**config.mk**
```make
export PLATFORM = sky130hd
export DESIGN_NAME = sensor_record_text_formatter
export DESIGN_NICKNAME = d
export VERILOG_FILES = /design/src/srtf_pkg.sv /design/src/srtf_ctrl.sv /design/src/srtf_dp.sv /design/src/sensor_record_text_formatter.sv
export VERILOG_INCLUDE_DIRS = /design/src /design/src/src
export SDC_FILE = /design/constraint.sdc
export NUM_CORES = 1
export LEC_CHECK = 0
export ABC_AREA = 1
export BUFFER_PORTS_ARGS = -buffer_cell sky130_fd_sc_hd__buf_2
export CAP_MARGIN = 10
export CELL_PAD_IN_SITES_DETAIL_PLACEMENT = 2
export CELL_PAD_IN_SITES_GLOBAL_PLACEMENT = 2
export CORE_UTILIZATION = 39
export CTS_CLUSTER_DIAMETER = 150
export DETAILED_ROUTE_END_ITERATION = 7
export GPL_TIMING_DRIVEN = 0
export PLACE_DENSITY = 0.89
export SLEW_MARGIN = 25
export SYNTH_ARGS = -nofsm -noshare
export SYNTH_HDL_FRONTEND = slang
export SYNTH_HIERARCHICAL = 1
export SYNTH_SLANG_ARGS = --single-unit
```
**constraint.sdc**
```tcl
create_clock -name clock -period 21.3 [get_ports clock]
set_clock_uncertainty 0.1 [all_clocks]
set_input_delay 2.13 -clock clock [delete_from_list [all_inputs] [get_ports clock]]
set_output_delay 2.13 -clock clock [all_outputs]
set_load 0.02 [all_outputs]
```
**src/sensor_record_text_formatter_defines.svh**
```systemverilog
// assertion helpers shared by the formatter modules
`ifndef SENSOR_RECORD_TEXT_FORMATTER_DEFINES_SVH
`define SENSOR_RECORD_TEXT_FORMATTER_DEFINES_SVH

`ifndef NO_ASSERTIONS

// checked on every edge outside reset
`define SRTF_ASSERT_RST(lbl, prop, msg) \
   lbl: assert property (@(posedge clock) disable iff (reset) prop) else $error(msg);

// checked on every edge, reset included
`define SRTF_ASSERT_ANY(lbl, prop, msg) \
   lbl: assert property (@(posedge clock) prop) else $error(msg);

`else

`define SRTF_ASSERT_RST(lbl, prop, msg)
`define SRTF_ASSERT_ANY(lbl, prop, msg)

`endif

`endif

```
**src/srtf_pkg.sv**
```systemverilog
package srtf_pkg;

   localparam int TICKS_PER_SECOND = 1000;

   // last millisecond value before the wrap, as three decimal digits
   localparam int MILLI_LAST = TICKS_PER_SECOND - 1;
   localparam logic [3:0] LAST_H = 4'(MILLI_LAST / 100);
   localparam logic [3:0] LAST_T = 4'((MILLI_LAST / 10) % 10);
   localparam logic [3:0] LAST_U = 4'(MILLI_LAST % 10);

   localparam int HEADER_LEN = 51;
   localparam logic [8*HEADER_LEN-1:0] HEADER_TEXT =
      "Time;X-acc;Y-acc;Z-acc;X-deg/s;Y-deg/s;Z-deg/s;EMG\n";
   localparam logic [5:0] HEADER_LAST = 6'(HEADER_LEN - 1);

   localparam logic [3:0] TIME_LAST   = 4'd9;
   localparam logic [2:0] LEVEL_FIELD = 3'd6;
   localparam logic [2:0] LAST_POS    = 3'd4;

   localparam logic KIND_TICK    = 1'b0;
   localparam logic KIND_RESTART = 1'b1;

   localparam logic [7:0] CH_ZERO    = 8'h30;
   localparam logic [7:0] CH_DOT     = 8'h2e;
   localparam logic [7:0] CH_SEMI    = 8'h3b;
   localparam logic [7:0] CH_MINUS   = 8'h2d;
   localparam logic [7:0] CH_NEWLINE = 8'h0a;

   // datapath operations
   localparam logic [2:0] OP_NONE   = 3'd0;
   localparam logic [2:0] OP_ACCEPT = 3'd1;
   localparam logic [2:0] OP_HEADER = 3'd2;
   localparam logic [2:0] OP_TIME   = 3'd3;
   localparam logic [2:0] OP_LOAD   = 3'd4;
   localparam logic [2:0] OP_SIGN   = 3'd5;
   localparam logic [2:0] OP_DIGIT  = 3'd6;
   localparam logic [2:0] OP_SEMI   = 3'd7;

   typedef struct packed {
      logic              kind;
      logic signed [15:0] accel_x;
      logic signed [15:0] accel_y;
      logic signed [15:0] accel_z;
      logic signed [15:0] rate_x;
      logic signed [15:0] rate_y;
      logic signed [15:0] rate_z;
      logic [11:0]        muscle_level;
   } req_type;

   typedef struct packed {
      logic [7:0] text_byte;
      logic       line_end;
   } rsp_type;

   typedef struct packed {
      logic [2:0] op;
      logic       go;
      logic [5:0] hdr_idx;
      logic [3:0] time_idx;
      logic [2:0] field_idx;
      logic [2:0] pos;
   } cmd_type;

   typedef struct packed {
      logic out_free;
      logic negative;
      logic emits;
   } status_type;

   function automatic logic [7:0] header_char(input logic [5:0] idx);
      logic [8:0] bit_pos;
      bit_pos = 9'((HEADER_LEN - 1 - int'(idx)) * 8);
      return HEADER_TEXT[bit_pos +: 8];
   endfunction

   function automatic logic [16:0] pow10(input logic [2:0] pos);
      logic [16:0] pw;
      case (pos)
         3'd0:    pw = 17'd1;
         3'd1:    pw = 17'd10;
         3'd2:    pw = 17'd100;
         3'd3:    pw = 17'd1000;
         default: pw = 17'd10000;
      endcase
      return pw;
   endfunction

   function automatic logic [7:0] digit_char(input logic [3:0] d);
      return CH_ZERO | {4'b0000, d};
   endfunction

endpackage

```
**src/srtf_ctrl.sv**
```systemverilog
`include "sensor_record_text_formatter_defines.svh"

module srtf_ctrl (
   input  logic                 clock,
   input  logic                 reset,
   input  logic                 req_valid,
   input  logic                 req_kind,
   output logic                 req_stall,
   input  srtf_pkg::status_type status,
   output srtf_pkg::cmd_type    cmd
);

   localparam logic [2:0] ST_IDLE   = 3'd0;
   localparam logic [2:0] ST_HEADER = 3'd1;
   localparam logic [2:0] ST_TIME   = 3'd2;
   localparam logic [2:0] ST_LOAD   = 3'd3;
   localparam logic [2:0] ST_SIGN   = 3'd4;
   localparam logic [2:0] ST_DIGIT  = 3'd5;
   localparam logic [2:0] ST_SEMI   = 3'd6;

   logic [2:0] state_ff, state_in;
   logic [5:0] hdr_idx_ff, hdr_idx_in;
   logic [3:0] time_idx_ff, time_idx_in;
   logic [2:0] field_idx_ff, field_idx_in;
   logic [2:0] pos_ff, pos_in;
   logic       go;

   assign req_stall = (state_ff != ST_IDLE);

   // a step that writes a character waits for room in the output register
   always_comb begin
      if (state_ff == ST_IDLE) begin
         go = req_valid;
      end else if (status.emits) begin
         go = status.out_free;
      end else begin
         go = 1'b1;
      end
   end

   always_comb begin
      cmd.go        = go;
      cmd.hdr_idx   = hdr_idx_ff;
      cmd.time_idx  = time_idx_ff;
      cmd.field_idx = field_idx_ff;
      cmd.pos       = pos_ff;
      case (state_ff)
         ST_IDLE:   cmd.op = req_valid ? srtf_pkg::OP_ACCEPT : srtf_pkg::OP_NONE;
         ST_HEADER: cmd.op = srtf_pkg::OP_HEADER;
         ST_TIME:   cmd.op = srtf_pkg::OP_TIME;
         ST_LOAD:   cmd.op = srtf_pkg::OP_LOAD;
         ST_SIGN:   cmd.op = srtf_pkg::OP_SIGN;
         ST_DIGIT:  cmd.op = srtf_pkg::OP_DIGIT;
         ST_SEMI:   cmd.op = srtf_pkg::OP_SEMI;
         default:   cmd.op = srtf_pkg::OP_NONE;
      endcase
   end

   always_comb begin
      state_in     = state_ff;
      hdr_idx_in   = hdr_idx_ff;
      time_idx_in  = time_idx_ff;
      field_idx_in = field_idx_ff;
      pos_in       = pos_ff;
      if (go) begin
         case (state_ff)
            ST_IDLE: begin
               hdr_idx_in   = '0;
               time_idx_in  = '0;
               field_idx_in = '0;
               state_in     = (req_kind == srtf_pkg::KIND_RESTART) ? ST_HEADER : ST_TIME;
            end
            ST_HEADER: begin
               if (hdr_idx_ff == srtf_pkg::HEADER_LAST) begin
                  state_in = ST_IDLE;
               end else begin
                  hdr_idx_in = hdr_idx_ff + 6'd1;
               end
            end
            ST_TIME: begin
               if (time_idx_ff == srtf_pkg::TIME_LAST) begin
                  state_in = ST_LOAD;
               end else begin
                  time_idx_in = time_idx_ff + 4'd1;
               end
            end
            ST_LOAD: begin
               pos_in   = srtf_pkg::LAST_POS;
               state_in = status.negative ? ST_SIGN : ST_DIGIT;
            end
            ST_SIGN: begin
               state_in = ST_DIGIT;
            end
            ST_DIGIT: begin
               if (pos_ff == '0) begin
                  state_in = ST_SEMI;
               end else begin
                  pos_in = pos_ff - 3'd1;
               end
            end
            ST_SEMI: begin
               if (field_idx_ff == srtf_pkg::LEVEL_FIELD) begin
                  state_in = ST_IDLE;
               end else begin
                  field_idx_in = field_idx_ff + 3'd1;
                  state_in     = ST_LOAD;
               end
            end
            default: begin
               state_in = ST_IDLE;
            end
         endcase
      end
   end

   always_ff @(posedge clock) begin
      if (reset) begin
         state_ff     <= ST_IDLE;
         hdr_idx_ff   <= '0;
         time_idx_ff  <= '0;
         field_idx_ff <= '0;
         pos_ff       <= '0;
      end else begin
         state_ff     <= state_in;
         hdr_idx_ff   <= hdr_idx_in;
         time_idx_ff  <= time_idx_in;
         field_idx_ff <= field_idx_in;
         pos_ff       <= pos_in;
      end
   end

   `SRTF_ASSERT_RST(a_restart_starts_header, (state_ff == ST_IDLE && req_valid && req_kind == srtf_pkg::KIND_RESTART) |=> (state_ff == ST_HEADER && hdr_idx_ff == '0), "restart did not open the header line")
   `SRTF_ASSERT_RST(a_hold_without_go, (state_ff != ST_IDLE && !go) |=> $stable({state_ff, hdr_idx_ff, time_idx_ff, field_idx_ff, pos_ff}), "sequencer moved while waiting")
   `SRTF_ASSERT_RST(a_last_field_ends_line, (state_ff == ST_SEMI && go && field_idx_ff == srtf_pkg::LEVEL_FIELD) |=> state_ff == ST_IDLE, "line did not end after the level value")
   `SRTF_ASSERT_RST(a_field_in_range, state_ff != ST_IDLE |-> field_idx_ff <= srtf_pkg::LEVEL_FIELD, "field index out of range")

endmodule

```
**src/srtf_dp.sv**
```systemverilog
`include "sensor_record_text_formatter_defines.svh"

module srtf_dp (
   input  logic                 clock,
   input  logic                 reset,
   input  srtf_pkg::req_type    req_item,
   input  srtf_pkg::cmd_type    cmd,
   output srtf_pkg::status_type status,
   output logic                 rsp_valid,
   input  logic                 rsp_stall,
   output srtf_pkg::rsp_type    rsp_item
);

   logic [15:0] sample_ff [0:5];
   logic [11:0] level_ff;

   // running time kept as decimal digits
   logic [3:0] milli_h_ff, milli_h_in;
   logic [3:0] milli_t_ff, milli_t_in;
   logic [3:0] milli_u_ff, milli_u_in;
   logic [2:0] sec_t_ff, sec_t_in;
   logic [3:0] sec_u_ff, sec_u_in;
   logic [3:0] min_t_ff, min_t_in;
   logic [3:0] min_u_ff, min_u_in;

   logic [15:0] mag_ff, mag_in;
   logic        started_ff, started_in;
   logic        rsp_valid_ff;
   srtf_pkg::rsp_type rsp_item_ff;

   logic [15:0] sel_value;
   logic        sel_neg;
   logic [15:0] sel_mag;
   logic [16:0] pw;
   logic [16:0] thr;
   logic [16:0] sub;
   logic [3:0]  digit;
   logic        digit_emit;
   logic        out_free;
   logic        emits;
   logic        load;
   srtf_pkg::rsp_type char_out;

   assign out_free = !rsp_valid_ff || !rsp_stall;
   assign load     = cmd.go && (cmd.op == srtf_pkg::OP_ACCEPT);

   always_comb begin
      case (cmd.field_idx)
         3'd0:    sel_value = sample_ff[0];
         3'd1:    sel_value = sample_ff[1];
         3'd2:    sel_value = sample_ff[2];
         3'd3:    sel_value = sample_ff[3];
         3'd4:    sel_value = sample_ff[4];
         3'd5:    sel_value = sample_ff[5];
         default: sel_value = {4'b0000, level_ff};
      endcase
   end

   assign sel_neg = (cmd.field_idx != srtf_pkg::LEVEL_FIELD) && sel_value[15];
   // two's complement magnitude; 8000 hex stays 32768
   assign sel_mag = sel_neg ? 16'(16'd0 - sel_value) : sel_value;

   // one decimal digit per step: largest multiple of the place value that fits
   always_comb begin
      pw    = srtf_pkg::pow10(cmd.pos);
      digit = '0;
      sub   = '0;
      thr   = '0;
      for (int k = 1; k <= 9; k++) begin
         thr = 17'(pw * 17'(k));
         if ({1'b0, mag_ff} >= thr) begin
            digit = 4'(k);
            sub   = thr;
         end
      end
   end

   assign digit_emit = (digit != '0) || started_ff || (cmd.pos == '0);

   always_comb begin
      case (cmd.op)
         srtf_pkg::OP_HEADER, srtf_pkg::OP_TIME,
         srtf_pkg::OP_SIGN, srtf_pkg::OP_SEMI: emits = 1'b1;
         srtf_pkg::OP_DIGIT:                  emits = digit_emit;
         default:                             emits = 1'b0;
      endcase
   end

   assign status.out_free = out_free;
   assign status.negative = sel_neg;
   assign status.emits    = emits;

   always_comb begin
      char_out.line_end = 1'b0;
      case (cmd.op)
         srtf_pkg::OP_HEADER: begin
            char_out.text_byte = srtf_pkg::header_char(cmd.hdr_idx);
            char_out.line_end  = (cmd.hdr_idx == srtf_pkg::HEADER_LAST);
         end
         srtf_pkg::OP_TIME: begin
            case (cmd.time_idx)
               4'd0:    char_out.text_byte = srtf_pkg::digit_char(min_t_ff);
               4'd1:    char_out.text_byte = srtf_pkg::digit_char(min_u_ff);
               4'd3:    char_out.text_byte = srtf_pkg::digit_char({1'b0, sec_t_ff});
               4'd4:    char_out.text_byte = srtf_pkg::digit_char(sec_u_ff);
               4'd6:    char_out.text_byte = srtf_pkg::digit_char(milli_h_ff);
               4'd7:    char_out.text_byte = srtf_pkg::digit_char(milli_t_ff);
               4'd8:    char_out.text_byte = srtf_pkg::digit_char(milli_u_ff);
               4'd9:    char_out.text_byte = srtf_pkg::CH_SEMI;
               default: char_out.text_byte = srtf_pkg::CH_DOT;
            endcase
         end
         srtf_pkg::OP_SIGN: begin
            char_out.text_byte = srtf_pkg::CH_MINUS;
         end
         srtf_pkg::OP_DIGIT: begin
            char_out.text_byte = srtf_pkg::digit_char(digit);
         end
         srtf_pkg::OP_SEMI: begin
            if (cmd.field_idx == srtf_pkg::LEVEL_FIELD) begin
               char_out.text_byte = srtf_pkg::CH_NEWLINE;
               char_out.line_end  = 1'b1;
            end else begin
               char_out.text_byte = srtf_pkg::CH_SEMI;
            end
         end
         default: begin
            char_out.text_byte = srtf_pkg::CH_SEMI;
         end
      endcase
   end

   // clock advance on a tick, clear on restart
   always_comb begin
      milli_h_in = milli_h_ff;
      milli_t_in = milli_t_ff;
      milli_u_in = milli_u_ff;
      sec_t_in   = sec_t_ff;
      sec_u_in   = sec_u_ff;
      min_t_in   = min_t_ff;
      min_u_in   = min_u_ff;
      if (load) begin
         if (req_item.kind == srtf_pkg::KIND_RESTART) begin
            milli_h_in = '0;
            milli_t_in = '0;
            milli_u_in = '0;
            sec_t_in   = '0;
            sec_u_in   = '0;
            min_t_in   = '0;
            min_u_in   = '0;
         end else if (milli_h_ff == srtf_pkg::LAST_H && milli_t_ff == srtf_pkg::LAST_T &&
                      milli_u_ff == srtf_pkg::LAST_U) begin
            milli_h_in = '0;
            milli_t_in = '0;
            milli_u_in = '0;
            if (sec_t_ff == 3'd5 && sec_u_ff == 4'd9) begin
               sec_t_in = '0;
               sec_u_in = '0;
               if (min_t_ff == 4'd9 && min_u_ff == 4'd9) begin
                  min_t_in = '0;
                  min_u_in = '0;
               end else if (min_u_ff == 4'd9) begin
                  min_u_in = '0;
                  min_t_in = min_t_ff + 4'd1;
               end else begin
                  min_u_in = min_u_ff + 4'd1;
               end
            end else if (sec_u_ff == 4'd9) begin
               sec_u_in = '0;
               sec_t_in = sec_t_ff + 3'd1;
            end else begin
               sec_u_in = sec_u_ff + 4'd1;
            end
         end else if (milli_u_ff == 4'd9) begin
            milli_u_in = '0;
            if (milli_t_ff == 4'd9) begin
               milli_t_in = '0;
               milli_h_in = milli_h_ff + 4'd1;
            end else begin
               milli_t_in = milli_t_ff + 4'd1;
            end
         end else begin
            milli_u_in = milli_u_ff + 4'd1;
         end
      end
   end

   always_comb begin
      mag_in     = mag_ff;
      started_in = started_ff;
      if (cmd.go && cmd.op == srtf_pkg::OP_LOAD) begin
         mag_in     = sel_mag;
         started_in = 1'b0;
      end else if (cmd.go && cmd.op == srtf_pkg::OP_DIGIT) begin
         mag_in     = 16'({1'b0, mag_ff} - sub);
         started_in = started_ff || digit_emit;
      end
   end

   always_ff @(posedge clock) begin
      if (load) begin
         sample_ff[0] <= req_item.accel_x;
         sample_ff[1] <= req_item.accel_y;
         sample_ff[2] <= req_item.accel_z;
         sample_ff[3] <= req_item.rate_x;
         sample_ff[4] <= req_item.rate_y;
         sample_ff[5] <= req_item.rate_z;
         level_ff     <= req_item.muscle_level;
      end
      mag_ff     <= mag_in;
      started_ff <= started_in;
      if (cmd.go && emits) begin
         rsp_item_ff <= char_out;
      end
   end

   always_ff @(posedge clock) begin
      if (reset) begin
         milli_h_ff   <= '0;
         milli_t_ff   <= '0;
         milli_u_ff   <= '0;
         sec_t_ff     <= '0;
         sec_u_ff     <= '0;
         min_t_ff     <= '0;
         min_u_ff     <= '0;
         rsp_valid_ff <= 1'b0;
      end else begin
         milli_h_ff <= milli_h_in;
         milli_t_ff <= milli_t_in;
         milli_u_ff <= milli_u_in;
         sec_t_ff   <= sec_t_in;
         sec_u_ff   <= sec_u_in;
         min_t_ff   <= min_t_in;
         min_u_ff   <= min_u_in;
         if (cmd.go && emits) begin
            rsp_valid_ff <= 1'b1;
         end else if (!rsp_stall) begin
            rsp_valid_ff <= 1'b0;
         end
      end
   end

   assign rsp_valid = rsp_valid_ff;
   assign rsp_item  = rsp_item_ff;

   `SRTF_ASSERT_RST(a_digits_exhaust_value, (cmd.op == srtf_pkg::OP_DIGIT && cmd.go && cmd.pos == '0) |=> mag_ff == '0, "value not fully converted after units digit")
   `SRTF_ASSERT_RST(a_time_is_decimal, milli_h_ff <= 4'd9 && milli_t_ff <= 4'd9 && milli_u_ff <= 4'd9 && sec_t_ff <= 3'd5 && sec_u_ff <= 4'd9 && min_t_ff <= 4'd9 && min_u_ff <= 4'd9, "time digit out of range")
   `SRTF_ASSERT_ANY(a_reset_empties_output, reset |=> !rsp_valid_ff, "output register not emptied by reset")

endmodule

```
**src/sensor_record_text_formatter.sv**
```systemverilog
// channel   ports                              moves
// request   req_valid, req_stall, req_item     one tick or restart item
// response  rsp_valid, rsp_stall, rsp_item     one text byte per item
//
// a restart is accepted, then the 51 header bytes follow
// a tick is accepted, then 10 time bytes follow, then per value one
// load step, an optional minus, five decimal place steps and the separator
// the five place steps per value come from LAST_POS and share one digit unit
// reset is synchronous and clears the clock to 00.00.000 and the sequencer
// a stalled response holds the sequencer; the next request is taken once
// the last byte sits in the output register
`include "sensor_record_text_formatter_defines.svh"

module sensor_record_text_formatter (
   input  logic              clock,
   input  logic              reset,
   input  logic              req_valid,
   output logic              req_stall,
   input  srtf_pkg::req_type req_item,
   output logic              rsp_valid,
   input  logic              rsp_stall,
   output srtf_pkg::rsp_type rsp_item
);

   srtf_pkg::cmd_type    cmd;
   srtf_pkg::status_type status;

   srtf_ctrl u_ctrl (
      .clock     (clock),
      .reset     (reset),
      .req_valid (req_valid),
      .req_kind  (req_item.kind),
      .req_stall (req_stall),
      .status    (status),
      .cmd       (cmd)
   );

   srtf_dp u_dp (
      .clock     (clock),
      .reset     (reset),
      .req_item  (req_item),
      .cmd       (cmd),
      .status    (status),
      .rsp_valid (rsp_valid),
      .rsp_stall (rsp_stall),
      .rsp_item  (rsp_item)
   );

endmodule
```
==> key figures, run 1 <==
Outcome
  – Status: complete, no violations

Cells and area
  – Antenna diodes: 0
  – Core Util, Final: 45.3%
  – Layout cells sized above 1: 13.4%
  – Syn-to-layout area delta: 14.0%
  – Total Nets Final: 2281
  – Layout Cells excl Fill: 2485
  – Final Instance Area: 16200 sq um

Clock network
  – Hold-fix buffers, CTS: 0
  – Postcts setup bufs: 0
  – Clock Sinks: 180
  – Clock transition at path regs: 0.07 ns
  – CTS tree: built
  – CTS Buffer Depth: 2
  – H-tree depth: 4
  – Post-cts resize count: 0
  – Clk_lat worst skew: 0.47 ns
  – CTS Root Cell: clkbuf_16
  – CTS Buf Count: 17

Yosys
  – Syn Area/Cell: 7.63 sq um
  – Warnings from Yosys: 6
  – Top FF cell, synth: edfxtp_1
  – Syn Inst Count: 1857
  – Synth Register Bits: 180
  – Mapped Area: 14200 sq um
  – Synth area leader: edfxtp_1
  – Sequential area share after synthesis: 34.8%
  – Most frequent cell after synthesis: nand2_1
  – Synth top area cells: edfxtp_1 (28%), ha_1 (14%), nand2_1 (13%)
  – Post-synth top cells: nand2_1 (475), inv_1 (201), nor2_1 (179), ha_1 (154), a21oi_1 (136)
  – Post-synth EDFFs: 132
  – Ys async rst share: 0%
  – Post-synth top area share: 28.0%
  – Number of distinct library cells after synthesis: 69

Timing
  – Fin Setup TNS: 0 ns
  – Worst-margin pin slew: 1.02 ns
  – Fin crit share: 44.1%
  – Fin crit period: 9.40 ns
  – Fin. max-slew vios: 0
  – Slew margin rel.: 31.6%
  – RSZ-0062 raised after global routing: false
  – Final Setup Violations: 0
  – Fmax: 106 MHz
  – Final hold violation count: 0

Floorplanning
  – Std-Cell Rows: 69
  – Die Y: 193 um
  – Core region area: 35700 sq um
  – I/O pins: 124
  – Starting Density: 39.7%
  – Die Width: 193 um
  – Die ar.: 37100 sq um

Detailed routing
  – DRC: 0
  – Vias/cell: 5.95
  – 1st-pass router iterations: 5
  – Antenna viol nets, final: 0
  – Vias: 14784
  – Wire per inst: 26.4 um
  – Final WL: 65500 um
  – DR iter-0 viols: 964

Setup path
  – Crit. End Element: register
  – CP max FO: 13
  – R2R Path End: u_dp/min_t_ff[2]$_SDFFE_PP0P_
  – RR Startpoint: u_ctrl/pos_ff[2]$_SDFFE_PP0P_
  – Crit-path max cell delay: 0.78 ns
  – Most Frequent Cell on Critical Path: nand2_1
  – R2r worst-path depth: 38
  – Slowest library cell on the worst path: nor2_2
  – Setup crit start: u_ctrl/pos_ff[2]$_SDFFE_PP0P_
  – Reg2reg setup slack: 11.90 ns
  – Required time worst endpoint: 21.58 ns
  – CP Launch Type: register
  – WP data arrival: 9.68 ns
  – Worst Setup EP: u_dp/min_t_ff[2]$_SDFFE_PP0P_
  – Crit path kind: reg2reg

Global route
  – Initial antenna violation count: 1
  – Vias in the first global route: 16486
  – Largest net degree at the start of global routing: 25
  – Gr ovfl total: 0
  – Global-route wire length before repair: 100000 um
  – All-Layer GR Usage: 36.2%

Power and ir drop
  – Clock share of power: 18.4%
  – Sw frac: 47.6%
  – Max VDD drop: 0.0978 mV
  – Comb power frac: 49.6%
  – Power density over the cells: 126 nW/um^2
  – Sw power: 0.972 mW
  – Seq pwr share: 32.0%
  – Static leakage: 7.08 nW
  – P_int: 1.07 mW

Job
  – Max-cap violations: 0

Place
  – Dpl cells: 2453
  – GPL Wtd Cong: 0.897
  – DPL Wire Length: 45100 um
  – IO buf count: 122
  – Cell Area, Placed: 15500 sq um

Hold path
  – Hold path startpoint: u_ctrl/hdr_idx_ff[5]$_SDFFE_PP0P_
  – Hold WC Path Type: reg2reg
## logic make-up (layout without fill, tap and decap cells)
family	count (synthesis)	after routing	share of synthesized area [%]
fa+ha+maj	157	157	14.0
buf+inv	261	423	7.63
other cells	2	7	0.0530
flops	180	180	34.8
simple gates	896	896	28.1
compound gates	339	339	14.0
xor+xnor	22	22	1.41
## metal layers
metal  part of all wire (%)  wire (um)  GRT usage [%]  up-vias
met5                  0.024         16              0        -
met4                    5.5       3630           20.8        2
met3                    3.9       2590           4.58      199
met2                     50      32800           63.8      500
met1                     40      26500           41.9     7453
li1                       -          -              -     6630
## worst min path at each step
stage,endpoint,depth (start not counted)
final,u_ctrl/hdr_idx_ff[5]$_SDFFE_PP0P_,2
after global routing,u_ctrl/hdr_idx_ff[5]$_SDFFE_PP0P_,2
after CTS,u_ctrl/hdr_idx_ff[5]$_SDFFE_PP0P_,2
after detailed placement,u_ctrl/hdr_idx_ff[5]$_SDFFE_PP0P_,2
after global placement,u_dp/rsp_valid$_SDFFE_PP0P_,2
after floorplan,u_dp/sec_t_ff[1]$_SDFFE_PP0P_,2
## power groups by stage
stage	Clock [mW]	Sequential (mW)	Combinational, mW
floorplan	0	0.626	0.609
global placement	0	0.640	0.823
detailed placement	0	0.646	0.932
CTS	0.377	0.653	0.993
global route	0.388	0.662	1.08
finish	0.376	0.655	1.01
## cell usage in the layout, fill, tap and decap left out, types with 20 or more instances in the layout
| master | count |
|---|---|
| a21oi_1 | 136 |
| buf_2 | 131 |
| dfxtp_1 | 48 |
| edfxtp_1 | 132 |
| ha_1 | 154 |
| inv_1 | 201 |
| inv_2 | 21 |
| nand2_1 | 475 |
| nand3_1 | 118 |
| nand4_1 | 37 |
| nor2_1 | 177 |
| nor3_1 | 20 |
| o21ai_0 | 91 |
## layout make-up
cell class                      count  area [sq um]
Fill cell                        4064         19500
Multi-Input combinational cell   1421          8190
Sequential cell                   180          4920
Inverter                          226           848
Timing Repair Buffer              130           716
Tap cell                          461           577
Clock buffer                       17           425
Clock inverter                     15           238
Buffer                             35           233
## worst max-delay path: cells and delay by family (launching register included)
family / cells / cell delay, ns
fa+ha+maj: 4 / 1.10
buf+inv: 9 / 1.33
simple gates: 21 / 5.50
flops: 1 / 0.40
compound gates: 4 / 0.82
## per-stage QoR
| stage | hold slack, ns | total power [mW] | setup WS, ns |
|---|---|---|---|
| after floorplan | 0.347 | 1.23 | 12.60 |
| after global placement | 0.367 | 1.46 | 9.03 |
| after detailed placement | 0.397 | 1.58 | 12.11 |
| after CTS | 0.410 | 2.02 | 11.85 |
| after global routing | 0.446 | 2.13 | 11.61 |
| final | 0.405 | 2.04 | 11.90 |
## sequential cells by signal, indices dropped and copies added, names as in the netlist, 6 cells and up
signal / cells
u_dp/rsp_item: 8
u_dp/mag_ff: 16
u_dp/sample_ff: 96
u_ctrl/hdr_idx_ff: 6
u_dp/level_ff: 12
Note: power is estimated with default switching activity, not from simulation.
==> run 2, diff against run 1 <==
--- a/config.mk
+++ b/config.mk
@@ -11,11 +11,11 @@
 export CAP_MARGIN = 10
 export CELL_PAD_IN_SITES_DETAIL_PLACEMENT = 2
 export CELL_PAD_IN_SITES_GLOBAL_PLACEMENT = 2
-export CORE_UTILIZATION = 39
+export CORE_UTILIZATION = 32
 export CTS_CLUSTER_DIAMETER = 150
 export DETAILED_ROUTE_END_ITERATION = 7
 export GPL_TIMING_DRIVEN = 0
-export PLACE_DENSITY = 0.89
+export PLACE_DENSITY = 0.79
 export SLEW_MARGIN = 25
 export SYNTH_ARGS = -nofsm -noshare
 export SYNTH_HDL_FRONTEND = slang
==> constraint.sdc (replaced) <==
create_clock -name clock -period 8.6 [get_ports clock]
set_clock_uncertainty 0.1 [all_clocks]
set_input_delay 0.86 -clock clock [delete_from_list [all_inputs] [get_ports clock]]
set_output_delay 0.86 -clock clock [all_outputs]
set_load 0.02 [all_outputs]
==> run 2 against run 1 <==
  * Utilization shrank 7.8 points
  * Die area grew 22%
  * Sequential power grew 140%
  * Power grew 130%
  * Via count shrank 7.3%
  * Flip-flop and latch count is the same
==> key figures, run 2 (synthesized netlist as in run 1, its figures left out) <==
Outcome
  – Status: complete, no violations

Timing
  – RSZ-0062 raised after global routing: false
  – Fmax: 125 MHz
  – Worst-margin pin slew: 1.02 ns
  – Slew margin rel.: 31.8%
  – Final Setup Violations: 0
  – Fin Setup TNS: 0 ns
  – Fin. max-slew vios: 0
  – Fin crit period: 7.97 ns
  – Fin crit share: 92.7%
  – Final hold violation count: 0

Place
  – IO buf count: 122
  – Dpl cells: 2577
  – GPL Wtd Cong: 0.879
  – Cell Area, Placed: 15600 sq um
  – DPL Wire Length: 42100 um

Cells and area
  – Final Instance Area: 16300 sq um
  – Max reg flops: 96
  – Top reg by flops: u_dp/sample_ff
  – Commonest non-fill, non-tap cells in the layout: nand2_1 (475), inv_1 (201), nor2_1 (176)
  – Layout Cells excl Fill: 2614
  – Most common cell after layout, fill and taps aside: nand2_1
  – Layout cells sized above 1: 13.6%
  – Syn-to-layout area delta: 14.8%
  – Fillers: 5094
  – Total Nets Final: 2285
  – Biggest regs: u_dp/sample_ff (96), u_dp/mag_ff (16), u_dp/level_ff (12)

Clock network
  – CTS Buffer Depth: 2
  – Clock transition at path regs: 0.07 ns
  – H-tree depth: 4
  – Hold-fix buffers, CTS: 0
  – CTS Buf Count: 17
  – Clk_lat worst skew: 0.46 ns
  – Clock Sinks: 180
  – CTS tree: built
  – CTS Root Cell: clkbuf_16

Setup path
  – R2R Path End: u_dp/mag_ff[4]$_DFFE_PP_
  – Crit path kind: reg2reg
  – R2r worst-path depth: 35
  – Crit-path max cell delay: 0.82 ns
  – WP data arrival: 8.06 ns
  – Reg2reg setup slack: 0.63 ns
  – RR Startpoint: u_ctrl/pos_ff[1]$_SDFFE_PP0P_
  – Slowest library cell on the worst path: nor3_1
  – Crit. End Element: register
  – CP Launch Type: register
  – Required time worst endpoint: 8.69 ns
  – CP max FO: 11

Detailed routing
  – Vias: 13698
  – DR top layer: met4
  – Antenna viol nets, final: 0
  – Vias/cell: 5.24
  – WL met3: 1050 um
  – Met2 Wirelength: 27800 um
  – Wire per inst: 20.5 um
  – DRC: 0
  – Final WL: 53600 um
  – 1st-pass router iterations: 5
  – WL met1: 23900 um
  – DR iter-0 viols: 510

Power and ir drop
  – Static leakage: 7.06 nW
  – Max VDD drop: 0.190 mV
  – Power density over the cells: 286 nW/um^2
  – Power consumption: 4.65 mW

Floorplanning
  – Die Y: 212 um
  – Std-Cell Rows: 76
  – Core region area: 43400 sq um
  – Die Width: 212 um
  – Die ar.: 45100 sq um
  – Starting Density: 32.7%
  – I/O pins: 124

Hold path
  – Hold WC Path Type: reg2reg
  – Worst Hold Path EP: u_dp/sec_t_ff[1]$_SDFFE_PP0P_
  – Hold path startpoint: u_dp/sec_t_ff[1]$_SDFFE_PP0P_
  – Hold Crit Depth: 2

Job
  – Max-cap violations: 0

Global route
  – All-Layer GR Usage: 24.3%
  – Largest net degree at the start of global routing: 25
  – Initial antenna violation count: 1
  – Gr ovfl total: 0
  – Global-route wire length before repair: 84500 um
  – Vias in the first global route: 15063
run 2: changes by cell type in the layout (fill, tap and decap cells not counted), sizes merged:
cell / change
buf: +4
bufinv: -5
clkinv: +4
diode: +1
inv: +1
run 2: area by class of cell:
class | instances | area (sq um) | share of cell area (%)
antenna | 1 | 2.50 | 0.0154
buffer | 35 | 233 | 1.43
clock buffer | 17 | 425 | 2.62
clock inverter | 15 | 161 | 0.992
inverter | 226 | 848 | 5.21
multi-input combinational | 1421 | 8200 | 50.4
sequential | 180 | 4920 | 30.3
tap | 585 | 732 | 4.50
timing repair buffer | 134 | 743 | 4.57
run 2: per-layer routing:
layer,up-vias,global-route usage [%]
met1,6817,30.1
met3,49,1.95
met2,199,45.1
met4,0,6.30
met5,-,0
li1,6633,-
run 2: where the power goes:
part / total [mW] / internal (mW) / switching (mW)
registers: 1.56 / 1.38 / 0.187
clock network: 0.786 / 0.389 / 0.397
logic: 2.31 / 0.756 / 1.55
run 2: through the flow:
step	util [%]	hold slack, ns	setup WS [ns]
after CTS	37.4	0.394	0.0540
final	37.5	0.391	0.627
after detailed placement	36.0	0.384	-0.0824
after floorplan	-	0.347	0.0419
after global routing	37.5	0.432	0.107
after global placement	35.8	0.365	-3.37
run 2: critical path, delay by kind of cell, from the launching register on:
family | cells | cell delay (ns)
adders and majority gates | 4 | 1.10
DFF | 1 | 0.45
buffers and inverters | 10 | 1.79
AOI/OAI and AO/OA | 5 | 0.86
and+or+nand+nor | 16 | 3.38
run 2: how the worst max path moves through the flow:
stage / from / endpoint / slack, ns / cells past startpoint
finish: u_ctrl/pos_ff[1]$_SDFFE_PP0P_ / u_dp/mag_ff[4]$_DFFE_PP_ / 0.63 / 35
global route: u_ctrl/pos_ff[1]$_SDFFE_PP0P_ / u_dp/mag_ff[1]$_DFFE_PP_ / 0.11 / 36
CTS: u_ctrl/pos_ff[1]$_SDFFE_PP0P_ / u_dp/milli_h_ff[3]$_SDFFE_PP0P_ / 0.05 / 38
floorplan: u_ctrl/pos_ff[1]$_SDFFE_PP0P_ / u_dp/milli_h_ff[3]$_SDFFE_PP0P_ / 0.04 / 36
detailed placement: u_ctrl/pos_ff[2]$_SDFFE_PP0P_ / u_dp/sample_ff[5][14]$_DFFE_PP_ / -0.08 / 36
global placement: u_ctrl/pos_ff[2]$_SDFFE_PP0P_ / u_dp/milli_h_ff[3]$_SDFFE_PP0P_ / -3.37 / 37
run 2: what timing repair did:
action                                  CTS  global route
endpoints found under the setup margin   20            67
gates resized for setup                   1             2
hold endpoints to repair                  0             0
setup buffers                             0             4
pin swaps                                 0             1
